File: config.mk
export PLATFORM = sky130hd
export DESIGN_NAME = playback_frame_cache_policy
export DESIGN_NICKNAME = d
export VERILOG_FILES = /design/src/design/pfc_pkg.sv /design/src/design/playback_frame_cache_policy.sv /design/src/design/pfc_map.sv /design/src/design/pfc_div.sv
export SDC_FILE = /design/constraint.sdc
export NUM_CORES = 2
export LEC_CHECK = 0
export BUFFER_PORTS_ARGS = -buffer_cell sky130_fd_sc_hd__buf_2
export CAP_MARGIN = 25
export CORE_ASPECT_RATIO = 0.7
export CORE_MARGIN = 2
export CORE_UTILIZATION = 40
export CTS_BUF_LIST = sky130_fd_sc_hd__clkbuf_16
export DETAILED_ROUTE_END_ITERATION = 10
export GPL_TIMING_DRIVEN = 0
export SYNTH_ARGS = -nofsm -noshare
export SYNTH_HDL_FRONTEND = slang
export SYNTH_SLANG_ARGS = --single-unit
File: constraint.sdc
create_clock -name clk -period 15.85 [get_ports clk]
set_input_delay 2.3775 -clock clk [delete_from_list [all_inputs] [get_ports clk]]
set_output_delay 2.3775 -clock clk [all_outputs]
set_load 0.05 [all_outputs]
File: src/design/pfc_pkg.sv
package pfc_pkg;

  localparam int MAX_FRAMES = 1024;
  localparam int FRAMES_LIM = (MAX_FRAMES < 1024) ? MAX_FRAMES : 1024;

  localparam int FRAME_W    = 10;
  localparam int CNT_W      = 11;
  localparam int FILL_W     = 7;
  localparam int PCT        = 100;
  localparam int DIVIDEND_W = CNT_W + FILL_W;

  // The cache map is kept as rows of 32 frame bits.
  localparam int ROW_W  = 32;
  localparam int BIT_AW = $clog2(ROW_W);
  localparam int ROW_AW = FRAME_W - BIT_AW;
  localparam int ROWS   = 2 ** ROW_AW;

  localparam int CFG_AW = 4;
  localparam int CFG_DW = 32;

  localparam logic [2:0] OP_ARRIVE    = 3'd0;
  localparam logic [2:0] OP_STEP_FWD  = 3'd1;
  localparam logic [2:0] OP_STEP_BACK = 3'd2;
  localparam logic [2:0] OP_SEEK      = 3'd3;
  localparam logic [2:0] OP_CLEAR     = 3'd4;

  localparam logic [1:0] REG_MAX_ENTRIES = 2'd0;
  localparam logic [1:0] REG_FRAME_COUNT = 2'd1;
  localparam logic [1:0] REG_LOOP_ENABLE = 2'd2;
  localparam logic [1:0] REG_SKIP_FRAMES = 2'd3;

  localparam logic [CNT_W-1:0] MAX_ENTRIES_RST = 11'd400;
  localparam logic [CNT_W-1:0] FRAME_COUNT_RST = 11'd1;

  typedef enum logic [3:0] {
    ST_IDLE,
    ST_DECODE,
    ST_LOOKUP,
    ST_TGT,
    ST_SCAN_START,
    ST_SCAN_ISSUE,
    ST_SCAN_CHK,
    ST_RELOAD,
    ST_INS,
    ST_FILL,
    ST_DIV,
    ST_DONE
  } state_t;

  typedef struct packed {
    logic              en;
    logic [ROW_AW-1:0] addr;
    logic [ROW_W-1:0]  data;
  } map_wr_t;

  typedef struct packed {
    logic                  start;
    logic [DIVIDEND_W-1:0] dividend;
    logic [CNT_W-1:0]      divisor;
  } div_req_t;

endpackage

File: src/design/playback_frame_cache_policy.sv
// Frame cache bookkeeping for sequence playback. Each input word carries an
// operation (frame arrived, step forward, step back, seek, clear) and a frame
// index; each one produces exactly one result word with the position after
// the operation, hit / inserted / eviction flags, the evicted frame and the
// fill level in percent of the capacity in use (the lesser of max_entries and
// frame_count, with frame_count capped at 1024). Words are processed one at
// a time: in_stall is high from the cycle after a word is accepted until its
// result has been moved into the output register, and a finished result may
// wait there while the next word is taken. A serial divider forms the fill
// percentage. When the store is full an eviction walks the cache map row by
// row, 32 frames per row, each row with one synchronous read and one check,
// across both sides of the position if needed. The map sits in a 32 x 32
// memory with one write and one read port and one valid flag per row, so
// reset and the clear operation empty it at once with no clearing pass.
// Registers are written through the APB port at byte addresses 0, 4, 8 and
// 12 (max_entries, frame_count, loop_enable, skip_frames) and should only be
// written while no word is in flight.
module playback_frame_cache_policy (
  input  logic                          clk,
  input  logic                          rst_n,

  input  logic                          in_valid,
  output logic                          in_stall,
  input  logic [2:0]                    in_op,
  input  logic [pfc_pkg::FRAME_W-1:0]   in_frame_index,

  output logic                          out_valid,
  input  logic                          out_stall,
  output logic [pfc_pkg::FRAME_W-1:0]   out_shown_frame,
  output logic                          out_hit,
  output logic                          out_inserted,
  output logic                          out_evict_valid,
  output logic [pfc_pkg::FRAME_W-1:0]   out_evicted_frame,
  output logic [pfc_pkg::FILL_W-1:0]    out_fill_percent,
  output logic                          out_halted,
  output logic                          out_bad_index,

  input  logic                          psel,
  input  logic                          penable,
  input  logic                          pwrite,
  input  logic [pfc_pkg::CFG_AW-1:0]    paddr,
  input  logic [pfc_pkg::CFG_DW-1:0]    pwdata,
  output logic [pfc_pkg::CFG_DW-1:0]    prdata,
  output logic                          pready
);

  // Configuration registers.
  logic [pfc_pkg::CNT_W-1:0] max_entries_r;
  logic [pfc_pkg::CNT_W-1:0] frame_count_r;
  logic                      loop_enable_r;
  logic                      skip_frames_r;
  logic [1:0]                cfg_idx;

  assign pready  = 1'b1;
  assign cfg_idx = paddr[pfc_pkg::CFG_AW-1:2];

  always_ff @(posedge clk) begin
    if (!rst_n) begin
      max_entries_r <= pfc_pkg::MAX_ENTRIES_RST;
      frame_count_r <= pfc_pkg::FRAME_COUNT_RST;
      loop_enable_r <= 1'b0;
      skip_frames_r <= 1'b0;
    end else if (psel && penable && pwrite && pready) begin
      case (cfg_idx)
        pfc_pkg::REG_MAX_ENTRIES: max_entries_r <= pwdata[pfc_pkg::CNT_W-1:0];
        pfc_pkg::REG_FRAME_COUNT: frame_count_r <= pwdata[pfc_pkg::CNT_W-1:0];
        pfc_pkg::REG_LOOP_ENABLE: loop_enable_r <= pwdata[0];
        pfc_pkg::REG_SKIP_FRAMES: skip_frames_r <= pwdata[0];
        default: ;
      endcase
    end
  end

  always_comb begin
    case (cfg_idx)
      pfc_pkg::REG_MAX_ENTRIES: prdata = pfc_pkg::CFG_DW'(max_entries_r);
      pfc_pkg::REG_FRAME_COUNT: prdata = pfc_pkg::CFG_DW'(frame_count_r);
      pfc_pkg::REG_LOOP_ENABLE: prdata = pfc_pkg::CFG_DW'(loop_enable_r);
      pfc_pkg::REG_SKIP_FRAMES: prdata = pfc_pkg::CFG_DW'(skip_frames_r);
      default:                  prdata = '0;
    endcase
  end

  // Control and architectural state.
  pfc_pkg::state_t state_r, state_nxt;

  logic [2:0]                    op_r, op_nxt;
  logic [pfc_pkg::FRAME_W-1:0]   idx_r, idx_nxt;
  logic [pfc_pkg::FRAME_W-1:0]   tgt_r, tgt_nxt;
  logic [pfc_pkg::FRAME_W-1:0]   pos_r, pos_nxt;
  logic                          dir_r, dir_nxt;
  logic [pfc_pkg::CNT_W-1:0]     cnt_r, cnt_nxt;
  logic                          hit_r, hit_nxt;
  logic                          ins_r, ins_nxt;
  logic                          evv_r, evv_nxt;
  logic [pfc_pkg::FRAME_W-1:0]   evf_r, evf_nxt;
  logic                          halt_r, halt_nxt;
  logic                          bad_r, bad_nxt;
  logic [pfc_pkg::FILL_W-1:0]    fill_r, fill_nxt;
  logic                          high_side_r, high_side_nxt;
  logic                          second_r, second_nxt;
  logic [pfc_pkg::ROW_AW-1:0]    row_r, row_nxt;

  logic                          out_valid_r, out_valid_nxt;
  logic [pfc_pkg::FRAME_W-1:0]   o_shown_r, o_shown_nxt;
  logic                          o_hit_r, o_hit_nxt;
  logic                          o_ins_r, o_ins_nxt;
  logic                          o_evv_r, o_evv_nxt;
  logic [pfc_pkg::FRAME_W-1:0]   o_evf_r, o_evf_nxt;
  logic [pfc_pkg::FILL_W-1:0]    o_fill_r, o_fill_nxt;
  logic                          o_halt_r, o_halt_nxt;
  logic                          o_bad_r, o_bad_nxt;

  // Map memory and divider hookup.
  pfc_pkg::map_wr_t              map_wr;
  logic                          map_clr;
  logic [pfc_pkg::ROW_AW-1:0]    rd_addr;
  logic [pfc_pkg::ROW_W-1:0]     rd_data;
  pfc_pkg::div_req_t             div_req;
  logic [pfc_pkg::DIVIDEND_W-1:0] div_quo;
  logic                          div_done;

  pfc_map u_map (
    .clk     (clk),
    .rst_n   (rst_n),
    .clr     (map_clr),
    .wr      (map_wr),
    .rd_addr (rd_addr),
    .rd_data (rd_data)
  );

  pfc_div u_div (
    .clk      (clk),
    .rst_n    (rst_n),
    .req      (div_req),
    .quotient (div_quo),
    .done     (div_done)
  );

  // Effective frame count and capacity, and the bounds of the two
  // eviction sides around the current position.
  logic [pfc_pkg::CNT_W-1:0] n_eff, cap, pos_ext, lim, lim_m1, n_m1, pos_p1;
  logic                      low_empty, high_empty;
  logic [pfc_pkg::ROW_AW-1:0] low_last_row, high_first_row, high_last_row;

  always_comb begin
    n_eff = (frame_count_r > pfc_pkg::CNT_W'(pfc_pkg::FRAMES_LIM)) ?
            pfc_pkg::CNT_W'(pfc_pkg::FRAMES_LIM) : frame_count_r;
    cap        = (max_entries_r < n_eff) ? max_entries_r : n_eff;
    pos_ext    = {1'b0, pos_r};
    lim        = (pos_ext < n_eff) ? pos_ext : n_eff;
    lim_m1     = lim - 1'b1;
    n_m1       = n_eff - 1'b1;
    pos_p1     = pos_ext + 1'b1;
    low_empty  = (lim == '0);
    high_empty = (pos_p1 >= n_eff);
    low_last_row   = lim_m1[pfc_pkg::FRAME_W-1:pfc_pkg::BIT_AW];
    high_first_row = n_m1[pfc_pkg::FRAME_W-1:pfc_pkg::BIT_AW];
    high_last_row  = pos_p1[pfc_pkg::FRAME_W-1:pfc_pkg::BIT_AW];
  end

  // Candidate search within the row that has just been read. The low side
  // wants the lowest cached frame below the position, the high side the
  // highest cached frame above it.
  logic [pfc_pkg::ROW_W-1:0]  cand_mask, cand;
  logic                       found;
  logic [pfc_pkg::BIT_AW-1:0] sel;
  logic [pfc_pkg::CNT_W-1:0]  fidx;

  always_comb begin
    fidx = '0;
    for (int j = 0; j < pfc_pkg::ROW_W; j++) begin
      fidx = {1'b0, row_r, pfc_pkg::BIT_AW'(j)};
      cand_mask[j] = high_side_r ? ((fidx > pos_ext) && (fidx < n_eff)) : (fidx < lim);
    end
    cand  = rd_data & cand_mask;
    found = |cand;
    sel   = '0;
    if (high_side_r) begin
      for (int j = 0; j < pfc_pkg::ROW_W; j++) begin
        if (cand[j]) sel = pfc_pkg::BIT_AW'(j);
      end
    end else begin
      for (int j = pfc_pkg::ROW_W - 1; j >= 0; j--) begin
        if (cand[j]) sel = pfc_pkg::BIT_AW'(j);
      end
    end
  end

  logic [pfc_pkg::ROW_W-1:0]  tgt_onehot;
  logic [pfc_pkg::ROW_AW-1:0] tgt_row;
  logic                       tgt_bit;

  assign tgt_row    = tgt_r[pfc_pkg::FRAME_W-1:pfc_pkg::BIT_AW];
  assign tgt_onehot = pfc_pkg::ROW_W'(1) << tgt_r[pfc_pkg::BIT_AW-1:0];
  assign tgt_bit    = |(rd_data & tgt_onehot);

  // Sequencer: next state, datapath updates and memory / divider requests.
  always_comb begin
    logic [pfc_pkg::FRAME_W-1:0] t;
    logic                        side_empty;
    logic [pfc_pkg::ROW_AW-1:0]  end_row;

    t          = '0;
    side_empty = high_side_r ? high_empty : low_empty;
    end_row    = high_side_r ? high_last_row : low_last_row;

    state_nxt     = state_r;
    op_nxt        = op_r;
    idx_nxt       = idx_r;
    tgt_nxt       = tgt_r;
    pos_nxt       = pos_r;
    dir_nxt       = dir_r;
    cnt_nxt       = cnt_r;
    hit_nxt       = hit_r;
    ins_nxt       = ins_r;
    evv_nxt       = evv_r;
    evf_nxt       = evf_r;
    halt_nxt      = halt_r;
    bad_nxt       = bad_r;
    fill_nxt      = fill_r;
    high_side_nxt = high_side_r;
    second_nxt    = second_r;
    row_nxt       = row_r;

    out_valid_nxt = out_valid_r && out_stall;
    o_shown_nxt   = o_shown_r;
    o_hit_nxt     = o_hit_r;
    o_ins_nxt     = o_ins_r;
    o_evv_nxt     = o_evv_r;
    o_evf_nxt     = o_evf_r;
    o_fill_nxt    = o_fill_r;
    o_halt_nxt    = o_halt_r;
    o_bad_nxt     = o_bad_r;

    map_clr          = 1'b0;
    map_wr.en        = 1'b0;
    map_wr.addr      = tgt_row;
    map_wr.data      = rd_data | tgt_onehot;
    rd_addr          = tgt_row;
    div_req.start    = 1'b0;
    div_req.dividend = pfc_pkg::DIVIDEND_W'(cnt_r) * pfc_pkg::DIVIDEND_W'(pfc_pkg::PCT);
    div_req.divisor  = cap;

    case (state_r)
      pfc_pkg::ST_IDLE: begin
        if (in_valid) begin
          op_nxt    = in_op;
          idx_nxt   = in_frame_index;
          hit_nxt   = 1'b0;
          ins_nxt   = 1'b0;
          evv_nxt   = 1'b0;
          evf_nxt   = '0;
          halt_nxt  = 1'b0;
          bad_nxt   = 1'b0;
          state_nxt = pfc_pkg::ST_DECODE;
        end
      end

      pfc_pkg::ST_DECODE: begin
        state_nxt = pfc_pkg::ST_FILL;
        case (op_r)
          pfc_pkg::OP_ARRIVE: begin
            if ({1'b0, idx_r} >= n_eff) begin
              bad_nxt = 1'b1;
            end else begin
              tgt_nxt   = idx_r;
              state_nxt = pfc_pkg::ST_LOOKUP;
            end
          end
          pfc_pkg::OP_STEP_FWD: begin
            dir_nxt = 1'b1;
            if (n_eff != '0) begin
              if (pos_ext >= n_m1) begin
                if (loop_enable_r) begin
                  t = '0;
                end else begin
                  t        = n_m1[pfc_pkg::FRAME_W-1:0];
                  halt_nxt = 1'b1;
                end
              end else begin
                t = pos_r + 1'b1;
              end
              pos_nxt   = t;
              tgt_nxt   = t;
              state_nxt = pfc_pkg::ST_LOOKUP;
            end
          end
          pfc_pkg::OP_STEP_BACK: begin
            dir_nxt = 1'b0;
            t       = pos_r - 1'b1;
            if (n_eff != '0) begin
              if (pos_r == '0) begin
                halt_nxt = 1'b1;
              end else if ({1'b0, t} < n_eff) begin
                // A target still beyond a lowered frame count is dropped.
                pos_nxt   = t;
                tgt_nxt   = t;
                state_nxt = pfc_pkg::ST_LOOKUP;
              end
            end
          end
          pfc_pkg::OP_SEEK: begin
            if ({1'b0, idx_r} >= n_eff) begin
              bad_nxt = 1'b1;
            end else begin
              pos_nxt   = idx_r;
              tgt_nxt   = idx_r;
              state_nxt = pfc_pkg::ST_LOOKUP;
            end
          end
          pfc_pkg::OP_CLEAR: begin
            map_clr = 1'b1;
            cnt_nxt = '0;
            pos_nxt = '0;
            dir_nxt = 1'b1;
          end
          default: ;
        endcase
      end

      pfc_pkg::ST_LOOKUP: begin
        state_nxt = pfc_pkg::ST_TGT;
      end

      pfc_pkg::ST_TGT: begin
        // rd_data holds the target's row; it stays there for ST_INS.
        if (tgt_bit) begin
          hit_nxt   = (op_r != pfc_pkg::OP_ARRIVE);
          state_nxt = pfc_pkg::ST_FILL;
        end else if ((op_r != pfc_pkg::OP_ARRIVE) && skip_frames_r) begin
          state_nxt = pfc_pkg::ST_FILL;
        end else if (cnt_r >= cap) begin
          high_side_nxt = !dir_r;
          second_nxt    = 1'b0;
          state_nxt     = pfc_pkg::ST_SCAN_START;
        end else begin
          state_nxt = pfc_pkg::ST_INS;
        end
      end

      pfc_pkg::ST_SCAN_START: begin
        if (side_empty) begin
          if (second_r) begin
            state_nxt = pfc_pkg::ST_RELOAD;
          end else begin
            high_side_nxt = !high_side_r;
            second_nxt    = 1'b1;
          end
        end else begin
          row_nxt   = high_side_r ? high_first_row : '0;
          state_nxt = pfc_pkg::ST_SCAN_ISSUE;
        end
      end

      pfc_pkg::ST_SCAN_ISSUE: begin
        rd_addr   = row_r;
        state_nxt = pfc_pkg::ST_SCAN_CHK;
      end

      pfc_pkg::ST_SCAN_CHK: begin
        if (found) begin
          map_wr.en   = 1'b1;
          map_wr.addr = row_r;
          map_wr.data = rd_data & ~(pfc_pkg::ROW_W'(1) << sel);
          if (cnt_r != '0) cnt_nxt = cnt_r - 1'b1;
          evv_nxt     = 1'b1;
          evf_nxt     = {row_r, sel};
          state_nxt   = pfc_pkg::ST_RELOAD;
        end else if (row_r == end_row) begin
          if (second_r) begin
            state_nxt = pfc_pkg::ST_RELOAD;
          end else begin
            high_side_nxt = !high_side_r;
            second_nxt    = 1'b1;
            state_nxt     = pfc_pkg::ST_SCAN_START;
          end
        end else begin
          row_nxt   = high_side_r ? (row_r - 1'b1) : (row_r + 1'b1);
          state_nxt = pfc_pkg::ST_SCAN_ISSUE;
        end
      end

      pfc_pkg::ST_RELOAD: begin
        // Re-read the target row, which the eviction may have just written.
        state_nxt = pfc_pkg::ST_INS;
      end

      pfc_pkg::ST_INS: begin
        if (cnt_r < cap) begin
          map_wr.en = 1'b1;
          cnt_nxt   = cnt_r + 1'b1;
          ins_nxt   = 1'b1;
        end
        state_nxt = pfc_pkg::ST_FILL;
      end

      pfc_pkg::ST_FILL: begin
        if (cap == '0) begin
          fill_nxt  = (cnt_r != '0) ? pfc_pkg::FILL_W'(pfc_pkg::PCT) : '0;
          state_nxt = pfc_pkg::ST_DONE;
        end else begin
          div_req.start = 1'b1;
          state_nxt     = pfc_pkg::ST_DIV;
        end
      end

      pfc_pkg::ST_DIV: begin
        if (div_done) begin
          fill_nxt  = (div_quo > pfc_pkg::DIVIDEND_W'(pfc_pkg::PCT)) ?
                      pfc_pkg::FILL_W'(pfc_pkg::PCT) : div_quo[pfc_pkg::FILL_W-1:0];
          state_nxt = pfc_pkg::ST_DONE;
        end
      end

      pfc_pkg::ST_DONE: begin
        if (!out_valid_r || !out_stall) begin
          out_valid_nxt = 1'b1;
          o_shown_nxt   = pos_r;
          o_hit_nxt     = hit_r;
          o_ins_nxt     = ins_r;
          o_evv_nxt     = evv_r;
          o_evf_nxt     = evf_r;
          o_fill_nxt    = fill_r;
          o_halt_nxt    = halt_r;
          o_bad_nxt     = bad_r;
          state_nxt     = pfc_pkg::ST_IDLE;
        end
      end

      default: begin
        state_nxt = pfc_pkg::ST_IDLE;
      end
    endcase
  end

  always_ff @(posedge clk) begin
    if (!rst_n) begin
      state_r     <= pfc_pkg::ST_IDLE;
      out_valid_r <= 1'b0;
      cnt_r       <= '0;
      pos_r       <= '0;
      dir_r       <= 1'b1;
    end else begin
      state_r     <= state_nxt;
      out_valid_r <= out_valid_nxt;
      cnt_r       <= cnt_nxt;
      pos_r       <= pos_nxt;
      dir_r       <= dir_nxt;
    end
    op_r        <= op_nxt;
    idx_r       <= idx_nxt;
    tgt_r       <= tgt_nxt;
    hit_r       <= hit_nxt;
    ins_r       <= ins_nxt;
    evv_r       <= evv_nxt;
    evf_r       <= evf_nxt;
    halt_r      <= halt_nxt;
    bad_r       <= bad_nxt;
    fill_r      <= fill_nxt;
    high_side_r <= high_side_nxt;
    second_r    <= second_nxt;
    row_r       <= row_nxt;
    o_shown_r   <= o_shown_nxt;
    o_hit_r     <= o_hit_nxt;
    o_ins_r     <= o_ins_nxt;
    o_evv_r     <= o_evv_nxt;
    o_evf_r     <= o_evf_nxt;
    o_fill_r    <= o_fill_nxt;
    o_halt_r    <= o_halt_nxt;
    o_bad_r     <= o_bad_nxt;
  end

  assign in_stall          = (state_r != pfc_pkg::ST_IDLE);
  assign out_valid         = out_valid_r;
  assign out_shown_frame   = o_shown_r;
  assign out_hit           = o_hit_r;
  assign out_inserted      = o_ins_r;
  assign out_evict_valid   = o_evv_r;
  assign out_evicted_frame = o_evf_r;
  assign out_fill_percent  = o_fill_r;
  assign out_halted        = o_halt_r;
  assign out_bad_index     = o_bad_r;

endmodule

File: src/design/pfc_map.sv
module pfc_map (
  input  logic                         clk,
  input  logic                         rst_n,
  input  logic                         clr,
  input  pfc_pkg::map_wr_t             wr,
  input  logic [pfc_pkg::ROW_AW-1:0]   rd_addr,
  output logic [pfc_pkg::ROW_W-1:0]    rd_data
);

  logic [pfc_pkg::ROW_W-1:0] mem [pfc_pkg::ROWS];
  logic [pfc_pkg::ROWS-1:0]  vld_r;
  logic [pfc_pkg::ROW_W-1:0] rdat_r;
  logic                      rvld_r;

  // A row that has not been written since reset or clear reads as empty.
  always_ff @(posedge clk) begin
    if (!rst_n) begin
      vld_r <= '0;
    end else if (clr) begin
      vld_r <= '0;
    end else if (wr.en) begin
      vld_r[wr.addr] <= 1'b1;
    end
  end

  always_ff @(posedge clk) begin
    if (wr.en) begin
      mem[wr.addr] <= wr.data;
    end
    rdat_r <= mem[rd_addr];
    rvld_r <= vld_r[rd_addr];
  end

  assign rd_data = rvld_r ? rdat_r : '0;

endmodule

File: src/design/pfc_div.sv
module pfc_div (
  input  logic                             clk,
  input  logic                             rst_n,
  input  pfc_pkg::div_req_t                req,
  output logic [pfc_pkg::DIVIDEND_W-1:0]   quotient,
  output logic                             done
);

  localparam int STEP_W = $clog2(pfc_pkg::DIVIDEND_W);

  logic                            busy_r, busy_nxt;
  logic                            done_r, done_nxt;
  logic [STEP_W-1:0]               step_r, step_nxt;
  logic [pfc_pkg::CNT_W-1:0]       rem_r, rem_nxt;
  logic [pfc_pkg::DIVIDEND_W-1:0]  quo_r, quo_nxt;
  logic [pfc_pkg::CNT_W-1:0]       dvs_r, dvs_nxt;
  logic [pfc_pkg::CNT_W:0]         trial;
  logic [pfc_pkg::CNT_W:0]         diff;
  logic                            ge;

  // Restoring division, one quotient bit per cycle.
  always_comb begin
    trial    = {rem_r, quo_r[pfc_pkg::DIVIDEND_W-1]};
    diff     = trial - {1'b0, dvs_r};
    ge       = trial >= {1'b0, dvs_r};
    busy_nxt = busy_r;
    done_nxt = 1'b0;
    step_nxt = step_r;
    rem_nxt  = rem_r;
    quo_nxt  = quo_r;
    dvs_nxt  = dvs_r;
    if (req.start) begin
      busy_nxt = 1'b1;
      step_nxt = '0;
      rem_nxt  = '0;
      quo_nxt  = req.dividend;
      dvs_nxt  = req.divisor;
    end else if (busy_r) begin
      rem_nxt = ge ? diff[pfc_pkg::CNT_W-1:0] : trial[pfc_pkg::CNT_W-1:0];
      quo_nxt = {quo_r[pfc_pkg::DIVIDEND_W-2:0], ge};
      if (step_r == STEP_W'(pfc_pkg::DIVIDEND_W - 1)) begin
        busy_nxt = 1'b0;
        done_nxt = 1'b1;
      end else begin
        step_nxt = step_r + 1'b1;
      end
    end
  end

  always_ff @(posedge clk) begin
    if (!rst_n) begin
      busy_r <= 1'b0;
      done_r <= 1'b0;
    end else begin
      busy_r <= busy_nxt;
      done_r <= done_nxt;
    end
    step_r <= step_nxt;
    rem_r  <= rem_nxt;
    quo_r  <= quo_nxt;
    dvs_r  <= dvs_nxt;
  end

  assign quotient = quo_r;
  assign done     = done_r;

endmodule

Word-level counts from Yosys, hierarchy flattened
Memories as Yosys holds them, arrays and structs flattened. A register that Yosys moved wholly into a read port is not among the register bits.
Index checks and enable logic that the tools add are counted.
W data, S select, Z words.
{ "word_totals": {"reg_bits": 215, "output_inout_bits": 67, "ram_bits": 1024, "n_memories": 1} }
{ "memory_table": {"columns": ["memory", "words", "width", "read_ports", "rd_clocked_by_memory_dff", "write_ports", "line_no", "rtl"], "rows": [
  ["u_map.mem", 32, 32, 1, 1, 1, "pfc_map.sv:10", "logic [pfc_pkg::ROW_W-1:0] mem [pfc_pkg::ROWS];"]
]} }
{ "op_classes": {"n_mul": 1, "n_shift": 2, "eq_ne": 52, "n_addsub": 11, "muxes": 207, "magnitude_cmp": 110, "reduce_logical": 90, "bitwise": 9} }
{ "ops": {"columns": ["cell", "count"], "rows": [
  ["$lt A10 B11 Y1", 66],
  ["$mux W5", 70],
  ["$gt A10 B10 Y1", 32],
  ["$pmux W32 S4", 1],
  ["$and A32 B32 Y32", 3],
  ["$mux W10", 9],
  ["$mux W11", 8],
  ["$mux W1", 74],
  ["$or A32 B32 Y32", 2],
  ["$reduce_or A32 Y1", 2],
  ["$shl A1 B5 Y32 const A", 2],
  ["$mux W4", 15],
  ["$pmux W4 S12", 1],
  ["$ne A2 B2 Y1 const B", 23],
  ["$pmux W10 S4", 1],
  ["$mux W38", 1],
  ["$logic_and A1 B1 Y1", 37],
  ["$mux W37", 1],
  ["$mux W18", 2],
  ["$pmux W11 S3", 1],
  ["$mux W32", 1],
  ["$not A32 Y32", 1],
  ["$pmux W10 S3", 1],
  ["$mux W7", 4],
  ["60 further kinds", 124]
]} }

Longest topological paths before layout
{ "logic_depth": {"ltp_word": 50, "ltp_mapped": 29} }

Hierarchy
Synthesis repeated with hierarchy kept, for this count alone.
{ "hier_totals": {"hier_cells": 4533, "hier_area_um2": 60000.0} }
{ "by_module_without_submodules": {"columns": ["mod", "cells_per_inst", "area_per_inst_um2", "instances"], "rows": [
  ["pfc_map", 2404, 41977.8, 1],
  ["playback_frame_cache_policy", 1915, 15581.2, 1],
  ["pfc_div", 214, 2441.1, 1]
]} }

Least setup slack after synthesis
OpenSTA, ideal clock, no wires.
{ "synth_path": {"path_kind": "flip-flop to flip-flop", "startpoint": "register frame_count_r[10] (netlist bit)", "endpoint": "memory u_map.mem[28][0] (netlist bit), enable pin", "path_stages_with_launch": 25, "t_arrival_ns": 7.274, "period_less_slack_ns": 7.696, "setup_time_ns": 0.423, "t_required_ns": 15.427, "n_path_buf": 7, "path_slack_ns": 8.154, "path_cell_list": "dfxtp_1 > clkbuf_1 > clkbuf_1 > nand2b_1 > ha_1 > a21oi_1 > o21a_1 > o211a_2 > buf_2 > buf_2 > buf_2 > a21oi_1 > ha_1 > inv_1 > a221oi_1 > clkbuf_1 > nand4_1 > nor2_1 > a211oi_1 > or3_1 > or4_1 > buf_2 > o21ai_2 > mux2_2 > nor2_1"} }
{ "synth_via": {"elab_chain_cells": 12, "word_cells_on_any_way": 143} }
{ "synth_lines": {"columns": ["item", "line_no", "rtl"], "rows": [
  ["start, declared", "playback_frame_cache_policy.sv:49", "logic [pfc_pkg::CNT_W-1:0] frame_count_r;"],
  ["start signal, assigned", "playback_frame_cache_policy.sv:60", "frame_count_r <= pfc_pkg::FRAME_COUNT_RST;"],
  ["start signal, assigned", "playback_frame_cache_policy.sv:66", "pfc_pkg::REG_FRAME_COUNT: frame_count_r <= pwdata[pfc_pkg::CNT_W-1:0];"],
  ["$gt A11 B11 Y1", "playback_frame_cache_policy.sv:147", "n_eff = (frame_count_r > pfc_pkg::CNT_W'(pfc_pkg::FRAMES_LIM)) ?"],
  ["$mux W11 (*)", "playback_frame_cache_policy.sv:147", null],
  ["$lt A10 B11 Y1", "playback_frame_cache_policy.sv:151", "lim = (pos_ext < n_eff) ? pos_ext : n_eff;"],
  ["$mux W11", "playback_frame_cache_policy.sv:151", null],
  ["$lt A10 B11 Y1", "playback_frame_cache_policy.sv:174", "cand_mask[j] = high_side_r ? ((fidx > pos_ext) && (fidx < n_eff)) : (fidx < lim);"],
  ["$mux W1", "playback_frame_cache_policy.sv:174", null],
  ["$and A32 B32 Y32", "playback_frame_cache_policy.sv:176", "cand = rd_data & cand_mask;"],
  ["$reduce_or A32 Y1", "playback_frame_cache_policy.sv:177", "found = |cand;"],
  ["$mux W38", "playback_frame_cache_policy.sv:362", "if (found) begin"],
  ["$pmux W1 S2", "playback_frame_cache_policy.sv:245", "case (state_r)"],
  ["$mux W1", "pfc_map.sv:27", "if (wr.en) begin"],
  ["$mux W1 (not written as such)", "pfc_map.sv:28", "mem[wr.addr] <= wr.data;"],
  ["end, declared", "pfc_map.sv:10", null]
]} }
Every way passes the cells marked *; elsewhere a longest branch is shown, timed or not.

==> impl_metrics.csv <==
group,metric,value,unit
hold_path,holdCritPathClass,"reg2reg",
worst_setup_path,worst-setup-path-type,"reg2reg",
sta,period_needed,10.82,ns
routing,avgViaCountPerCell,5.97,
floorplan,die_h,324,um
placed_design,place.detailed.hpwl,139000,um
sta,rsz_0062_raised_after_global_routing,"no",
cts,clk_latency,0.79,ns
global_route,first_global_vias,36900,
synth,synth_sequential_area_ratio,0.629,
cts,cts_hold_repair.buffers,0,
finish,design.final.nets,4749,
synth,ys.flop_type,"sky130_fd_sc_hd__edfxtp_1",
synth,synth-warning-count,0,
power,vdd_drop_max,0.100,mV
floorplan,design.die.area,149000,sq um
cts,cts.htree.levels,3,
placed_design,finalWeightedCongestion,1.03,
floorplan,die-width,461,um
synth,ys_async_sr_fraction,0,
synth,post_synth_num_cell_types,100,
power,power.density_cell_area,125,nW/um^2
sta,final_skew,0.0836,ns
worst_setup_path,cp_num_buf_inv,12,
placed_design,buffer_ports.inserted,75,
sta,setup-tns-final,0,ns
synth,number_of_synthesized_flops_with_an_enable_pin,1135,
routing,detail_route.wl_per_cell,28.7,um
worst_setup_path,worst_setup_path_start_kind,"register",
global_route,grt_antenna_before_repair,4,
cts,ctsRootBufferMaster,"sky130_fd_sc_hd__clkbuf_16",
floorplan,placeableCoreArea,145000,sq um
placed_design,numPlacedInstances,6355,
sta,final-max-slew-violation-count,0,
sta,fmaxAchievable,92.5,MHz
worst_setup_path,setup.worst_path.end_class,"register",
worst_setup_path,cpPeakStageDelay,0.92,ns
power,power_leakage,23.3,nW
worst_setup_path,worst_path_slowest_cell,"sky130_fd_sc_hd__nor2b_1",
finish,fill_cells,12800,
floorplan,core.rowCount,117,
cts,number_of_buffers_created_by_cts,116,
routing,first_pass_iters,5,
synth,post_synthesis_mean_instance_area,13.9,sq um
cts,ctsLongestPathBuffers,3,
cts,cts.sink_count,1271,
global_route,grt.total_usage,0.250,
finish,layout_commonest_cell,"sky130_fd_sc_hd__edfxtp_1",
synth,synthCells,4210,
global_route,grt_pass1_wl,268000,um
sta,tightestPinTransition,1.10,ns
routing,antenna_violating_nets_post_route,0,
floorplan,ios,123,
finish,area_delta_synth_final,15.4,%
synth,syn-cell-area,58500,sq um
worst_setup_path,critical_path.top_delay_family,"buffers and inverters",
sta,report.final.hold_viol_count,0,
run_status,run_status,"complete, no violations",
finish,layout-drive-gt1-share,0.165,
sta,max-slew-margin-rel,0.264,
worst_setup_path,setup_slack_on_the_worst_flop_to_flop_path,5.03,ns
floorplan,initial_utilization,0.403,
synth,ys_seq_elements,1271,
run,timing.max_cap.violations,0,
worst_setup_path,crit_path_max_fanout,17,
finish,layout_common_cells,"1135 x sky130_fd_sc_hd__edfxtp_1, 511 x sky130_fd_sc_hd__nand2_1, 266 x sky130_fd_sc_hd__mux4_2",
worst_setup_path,crit_required,16.42,ns
power,total_power,0.00845,W
routing,routed-via-count,39300,
cts,cts.clk_slew.worst_paths,0.07,ns
sta,timing.final.setup_violations,0,
worst_setup_path,timing.critical_path.arrival,11.38,ns
finish,instances_no_fill,6594,
finish,utilization,0.465,
sta,final_period_util,0.682,
global_route,globalRouteOverflowTotal,0,
routing,detail_route.drc_violations,0,
routing,wirelength,189000,um
cts,cts_resized,0,
global_route,grt_start_max_net_pins,33,
routing,drt-initial-drc-count,5520,
cts,cts_tree,"yes",
cts,cts.repair_timing.setup_buffer_count,0,
-- Yosys cell counts, types with 57 or more instances --
| master | count | area share |
|---|---|---|
| sky130_fd_sc_hd__o21a_1 | 57 | 0.0073 |
| sky130_fd_sc_hd__dfxtp_1 | 136 | 0.047 |
| sky130_fd_sc_hd__mux4_2 | 266 | 0.10 |
| sky130_fd_sc_hd__o21ai_0 | 136 | 0.012 |
| sky130_fd_sc_hd__inv_1 | 113 | 0.0072 |
| sky130_fd_sc_hd__edfxtp_1 | 1135 | 0.58 |
| sky130_fd_sc_hd__mux2i_1 | 81 | 0.014 |
| sky130_fd_sc_hd__nand2_1 | 511 | 0.033 |
| sky130_fd_sc_hd__clkbuf_1 | 172 | 0.011 |
| sky130_fd_sc_hd__buf_1 | 57 | 0.0037 |
| sky130_fd_sc_hd__nor2_1 | 248 | 0.016 |
| sky130_fd_sc_hd__a21oi_1 | 142 | 0.012 |
| sky130_fd_sc_hd__ha_1 | 156 | 0.033 |
| sky130_fd_sc_hd__nand3_1 | 255 | 0.022 |
-- state kept, by name (all words and copies together), names as in the netlist, 10 cells and up --
register / cells
u_div.dvs_r: 11
max_entries_r: 11
out_evicted_frame: 10
u_map.mem: 1024
frame_count_r: 11
cnt_r: 11
u_div.quotient: 18
out_shown_frame: 10
u_map.rdat_r: 32
idx_r: 10
tgt_r: 10
pos_r: 10
evf_r: 10
u_map.vld_r: 32
u_div.rem_r: 11
-- path summary, 6_finish.rpt --
| check | start | endpoint | cells after the start |
|---|---|---|---|
| max | frame_count_r[10] | u_map.mem[23][1] | 28 |
| min | hit_r | out_hit | 0 |
| max reg2reg | frame_count_r[10] | u_map.mem[23][1] | 28 |
| min reg2reg | hit_r | out_hit | 0 |
-- report_power, final --
group | switching (W) | total, W | internal, W
combinational | 0.00117 | 0.00175 | 0.000588
clock | 0.00130 | 0.00277 | 0.00147
sequential | 0.0000908 | 0.00393 | 0.00384
total | 0.00255 | 0.00845 | 0.00590
-- final cells by class --
class | instances | area (sq um) | share of cell area
Multi-Input combinational cell | 2581 | 20800 | 0.308
Tap cell | 1963 | 2460 | 0.0364
Clock inverter | 97 | 701 | 0.0104
Buffer | 261 | 1090 | 0.0161
Sequential cell | 1271 | 36800 | 0.545
Timing Repair Buffer | 180 | 2180 | 0.0323
Inverter | 117 | 439 | 0.00650
Clock buffer | 121 | 3030 | 0.0448
Antenna cell | 3 | 7.51 | 0.000111
-- layer usage --
layer  part of all wire  global-route usage
met4              0.026              0.0625
met3               0.12              0.0771
met5           0.000048                   0
met1               0.45               0.386
met2               0.40               0.338
-- cells by family (layout without fill, tap and decap cells) --
kind of cell	count (synthesis)	count (layout)	share of synthesized area
and+or+nand+nor	1292	1292	0.102
DFF	1271	1271	0.629
AOI/OAI and AO/OA	667	667	0.0765
buffers and inverters	378	776	0.0261
muxes	366	366	0.120
adders and majority gates	167	167	0.0368
xor gates and xnor gates	67	67	0.0100
other	2	25	0.000128
-- metrics by stage --
step	setup WS, ns	cell area (sq um)	hold slack, ns
finish	5.03	67500	0.415
global route	4.71	67500	0.426
CTS	5.46	67300	0.414
detailed placement	5.51	63600	0.405
global placement	3.05	61400	0.401
floorplan	8.15	58600	0.400
(Power assumes the default switching activity.)
